--- src/rtl/core/bsrt_pkg.sv ---
// Shared types and constants for the bad sector remap table.
package bsrt_pkg;

   localparam int SECTOR_W    = 48;
   localparam int COUNT_W     = 16;
   localparam int STRIDE_W    = 13;
   localparam int SLOTS_CFG_W = 9;
   localparam int KIND_W      = 3;
   localparam int TSEC_W      = 4;
   localparam int TIDX_W      = 5;
   localparam int CSR_IDX_W   = 2;
   localparam int CSR_DATA_W  = 48;
   localparam int REM_STAGES  = COUNT_W;

   // item kinds
   localparam logic [KIND_W-1:0] KIND_TRANSLATE = 3'd0;
   localparam logic [KIND_W-1:0] KIND_PROBE     = 3'd1;
   localparam logic [KIND_W-1:0] KIND_PEEK      = 3'd2;
   localparam logic [KIND_W-1:0] KIND_COMMIT    = 3'd3;
   localparam logic [KIND_W-1:0] KIND_SKIP      = 3'd4;

   // register indexes
   localparam logic [CSR_IDX_W-1:0] CSR_FIRST_SECTOR = 2'd0;
   localparam logic [CSR_IDX_W-1:0] CSR_SLOTS        = 2'd1;
   localparam logic [CSR_IDX_W-1:0] CSR_STRIDE       = 2'd2;

   localparam logic STATUS_OK   = 1'b0;
   localparam logic STATUS_FULL = 1'b1;

   typedef enum logic [1:0] {
      ST_IDLE,
      ST_SCAN,
      ST_DRAIN,
      ST_DONE
   } state_type;

   typedef struct packed {
      logic capture;
      logic issue;
      logic finish;
   } ctrl_cmd_type;

   typedef struct packed {
      logic req_is_scan;
      logic scan_done;
      logic pipe_idle;
   } dp_status_type;

endpackage

--- src/rtl/core/bsrt_ctrl.sv ---
// Controller: sequences capture, slot scan, pipeline drain and result hand-off.
module bsrt_ctrl
   import bsrt_pkg::*;
(
   input  logic          clock,
   input  logic          reset,
   input  logic          req_valid,
   output logic          req_ready,
   output logic          rsp_valid,
   input  logic          rsp_ready,
   input  dp_status_type status,
   output ctrl_cmd_type  cmd
);

   state_type state_ff, state_in;
   logic      rsp_valid_ff, rsp_valid_in;

   always_ff @(posedge clock) begin
      if (reset) begin
         state_ff     <= ST_IDLE;
         rsp_valid_ff <= 1'b0;
      end else begin
         state_ff     <= state_in;
         rsp_valid_ff <= rsp_valid_in;
      end
   end

   always_comb begin
      state_in  = state_ff;
      cmd       = '0;
      req_ready = 1'b0;
      unique case (state_ff)
         ST_IDLE: begin
            req_ready = 1'b1;
            if (req_valid) begin
               cmd.capture = 1'b1;
               state_in    = status.req_is_scan ? ST_SCAN : ST_DONE;
            end
         end
         ST_SCAN: begin
            if (status.scan_done) begin
               state_in = ST_DRAIN;
            end else begin
               cmd.issue = 1'b1;
            end
         end
         ST_DRAIN: begin
            if (status.pipe_idle) begin
               state_in = ST_DONE;
            end
         end
         ST_DONE: begin
            // wait for the output register to free up
            if (!rsp_valid_ff || rsp_ready) begin
               cmd.finish = 1'b1;
               state_in   = ST_IDLE;
            end
         end
         default: state_in = ST_IDLE;
      endcase
   end

   always_comb begin
      if (cmd.finish) begin
         rsp_valid_in = 1'b1;
      end else if (rsp_ready) begin
         rsp_valid_in = 1'b0;
      end else begin
         rsp_valid_in = rsp_valid_ff;
      end
   end

   assign rsp_valid = rsp_valid_ff;

endmodule

--- config.mk ---
export PLATFORM = sky130hd
export DESIGN_NAME = bsrt_ctrl
export DESIGN_NICKNAME = d
export VERILOG_FILES = /design/src/rtl/core/bsrt_pkg.sv /design/src/rtl/core/bsrt_ctrl.sv
export SDC_FILE = /design/constraint.sdc
export NUM_CORES = 1
export LEC_CHECK = 0
export BUFFER_PORTS_ARGS = -buffer_cell sky130_fd_sc_hd__buf_2
export CAP_MARGIN = 20
export CELL_PAD_IN_SITES_DETAIL_PLACEMENT = 1
export CELL_PAD_IN_SITES_GLOBAL_PLACEMENT = 1
export CORE_AREA = 2 2 39 41
export CTS_CLUSTER_SIZE = 12
export DETAILED_ROUTE_END_ITERATION = 8
export DIE_AREA = 0 0 41 43
export PLACE_DENSITY_LB_ADDON = 0.1
export SETUP_SLACK_MARGIN = 0.2
export SYNTH_ARGS = -nofsm -noshare
export SYNTH_HDL_FRONTEND = slang
export SYNTH_SLANG_ARGS = --single-unit
--- constraint.sdc ---
create_clock -name clock -period 1.6 [get_ports clock]
set_input_delay 0.16 -clock clock [delete_from_list [all_inputs] [get_ports clock]]
set_output_delay 0.16 -clock clock [all_outputs]
set_load 0.02 [all_outputs]
==> metrics.csv <==
metric,value,unit
Root Driver,clkbuf_4,
Cells after DPL,51,
Final GP Congestion,0.662,
Max-Cap Viols,0,
Final Hold Viols,0,
share of cells above drive strength 1,0.744,
setup violators final,0,
Slew HR,0.728,
CTS max path bufs,2,
Ys Warns,0,
vias in the first global route,281,
Total Wirelength,654,µm
pin count of the biggest net entering global routing,6,
drt wl/cell,11.1,µm
DIE AREA,1760,µm²
CP Launch Type,flop,
Clock Latency Late Sink,0.23,ns
Vias,251,
max frequency,0.699,GHz
crit path to,state_ff[0]$_SDFFE_PP0P_,
critical path arrival,1.57,ns
initial antenna violation count,0,
Vias/cell,4.25,
Hold Crit Class,input port to flop,
crit path time final,1.43,ns
sequential share of the synthesized area,0.249,
Die W,41,µm
Mapped Avg Cell Area,9.66,µm²
first-pass GRT wire length,1060,µm
CP Launch Point,state_ff[1]$_SDFFE_PP0P_,
final period utilization,0.894,
# rows,14,
CP endpoint kind,flop,
r2r endpoint,state_ff[0]$_SDFFE_PP0P_,
Overall Global Routing Usage,0.0872,
Area Overhead vs Synth,86.5,%
worst min-delay path startpoint,reset,
Yosys reg bits,3,
CTS HTree Levels,1,
Leak,0.199,nW
CTS tree,done,
Setup CP Type,flop to flop,
"most common cell after layout, fill and taps aside",buf_2,
Worst-Margin Slew,0.406,ns
initial core utilization,0.175,
outcome,completed,
hold buffer count at CTS,0,
RR Startpoint,state_ff[1]$_SDFFE_PP0P_,
Antenna diodes,0,
Clock Pin Slew Worst Setup and Hold Paths,0.03,ns
Final ANT Viol Nets,0,
P per Cell Area,1890,nW/µm²
Crit Path Max Fanout,3,
Peak supply drop,0.652,mV
DP Wirelength,482,µm
Remaining DRCs,0,
clk sinks,3,
critical path required time,1.73,ns
final cell count without fillers,59,
CTS Buf Count,3,
Mapped Cells,25,
Die Y,43,µm
skew final,0.000930,ns
Nets,55,
Yosys cell types,14,
mapped cell area,241,µm²
overflow left after global routing,0,
Initial DRC Count,1,
Port Buffer Count,11,
Final Max Slew Viols,0,
RSZ-0062 raised after global routing,yes,
Ports,12,
register-to-register setup slack,0.17,ns
core area,1380,µm²
DRT Pass-1 Iters,2,
"Net Count, Synth",36,
Setup TNS,0,ns
worst reg2reg path depth,5,
## synthesized netlist by cell type (all sizes together)
cell | count | area [µm²]
a221oi | 2 | 23.8
buf | 1 | 7.51
a2111o | 1 | 11.3
a211oi | 1 | 7.51
inv | 2 | 7.51
nor2b | 5 | 46.3
and2 | 1 | 6.26
dfxtp | 3 | 60.1
nor2 | 3 | 11.3
nand3 | 1 | 5.00
o21ai | 1 | 5.00
ha | 4 | 50.1
## power breakdown
part           internal [mW]  total (mW)  switching [mW]
sequential             0.118       0.163          0.0449
clock                 0.0932       0.129          0.0357
combinational          0.296       0.561           0.265
total                  0.508       0.853           0.345
## how the worst min path moves through the flow
| stage | to | depth (start not counted) |
|---|---|---|
| global placement | state_ff[0]$_SDFFE_PP0P_ | 2 |
| CTS | state_ff[0]$_SDFFE_PP0P_ | 2 |
| floorplan | state_ff[0]$_SDFFE_PP0P_ | 1 |
| global route | state_ff[0]$_SDFFE_PP0P_ | 2 |
| finish | state_ff[0]$_SDFFE_PP0P_ | 2 |
| detailed placement | state_ff[0]$_SDFFE_PP0P_ | 2 |
## cells by family (layout without fill, tap and decap cells)
logic type	count (synthesis)	after routing	share of synthesized area
buffers and inverters	3	21	0.0622
AO/OA/AOI/OAI	5	5	0.197
adder cells (fa/ha/maj)	4	4	0.207
AND/OR/NAND/NOR	10	10	0.285
flip-flops	3	3	0.249
## registers in the layout, indices dropped and copies added (netlist names)
register	flops
state_ff	2
rsp_valid	1
## per-stage QoR
stage	hold slack (ns)	setup slack [ns]	total power, mW	area (µm²)	utilization
final	0.140	0.169	0.853	450	0.325
after global routing	0.149	0.115	0.941	450	0.325
after CTS	0.134	0.144	0.745	394	0.285
after detailed placement	0.360	0.101	0.517	324	0.234
after global placement	0.362	0.0728	0.523	324	0.234
after floorplan	0.219	0.194	0.434	256	-
## worst max-delay path, cell delays in order (launching register included)
cell	delay [ns]
dfxtp_4	0.36
inv_4	0.05
ha_4	0.14
nor2b_4	0.12
a2111o_1	0.42
a221oi_2	0.24
## cell type report
class / count / area, µm²
multi-input cells: 19 / 223
flip-flops and latches: 3 / 67.6
repair buffers: 15 / 98.8
fillers: 170 / 933
inverters: 2 / 15.0
well taps: 16 / 20.0
clock buffers: 4 / 26.3
## timing repair
item / CTS / global route
setup endpoints to repair: 2 / 3
gates resized for setup: 6 / 12
setup buffers: 3 / 1
pin swaps: 3 / 2
## per-layer routing
metal | share of wire | up-vias | global-route usage
li1 | - | 122 | -
met1 | 0.35 | 121 | 0.0895
met2 | 0.60 | 8 | 0.156
met3 | 0.055 | 0 | 0.0314
met4 | 0 | 0 | 0.0200
met5 | 0 | - | 0
Power figures use the tool's default switching activity.
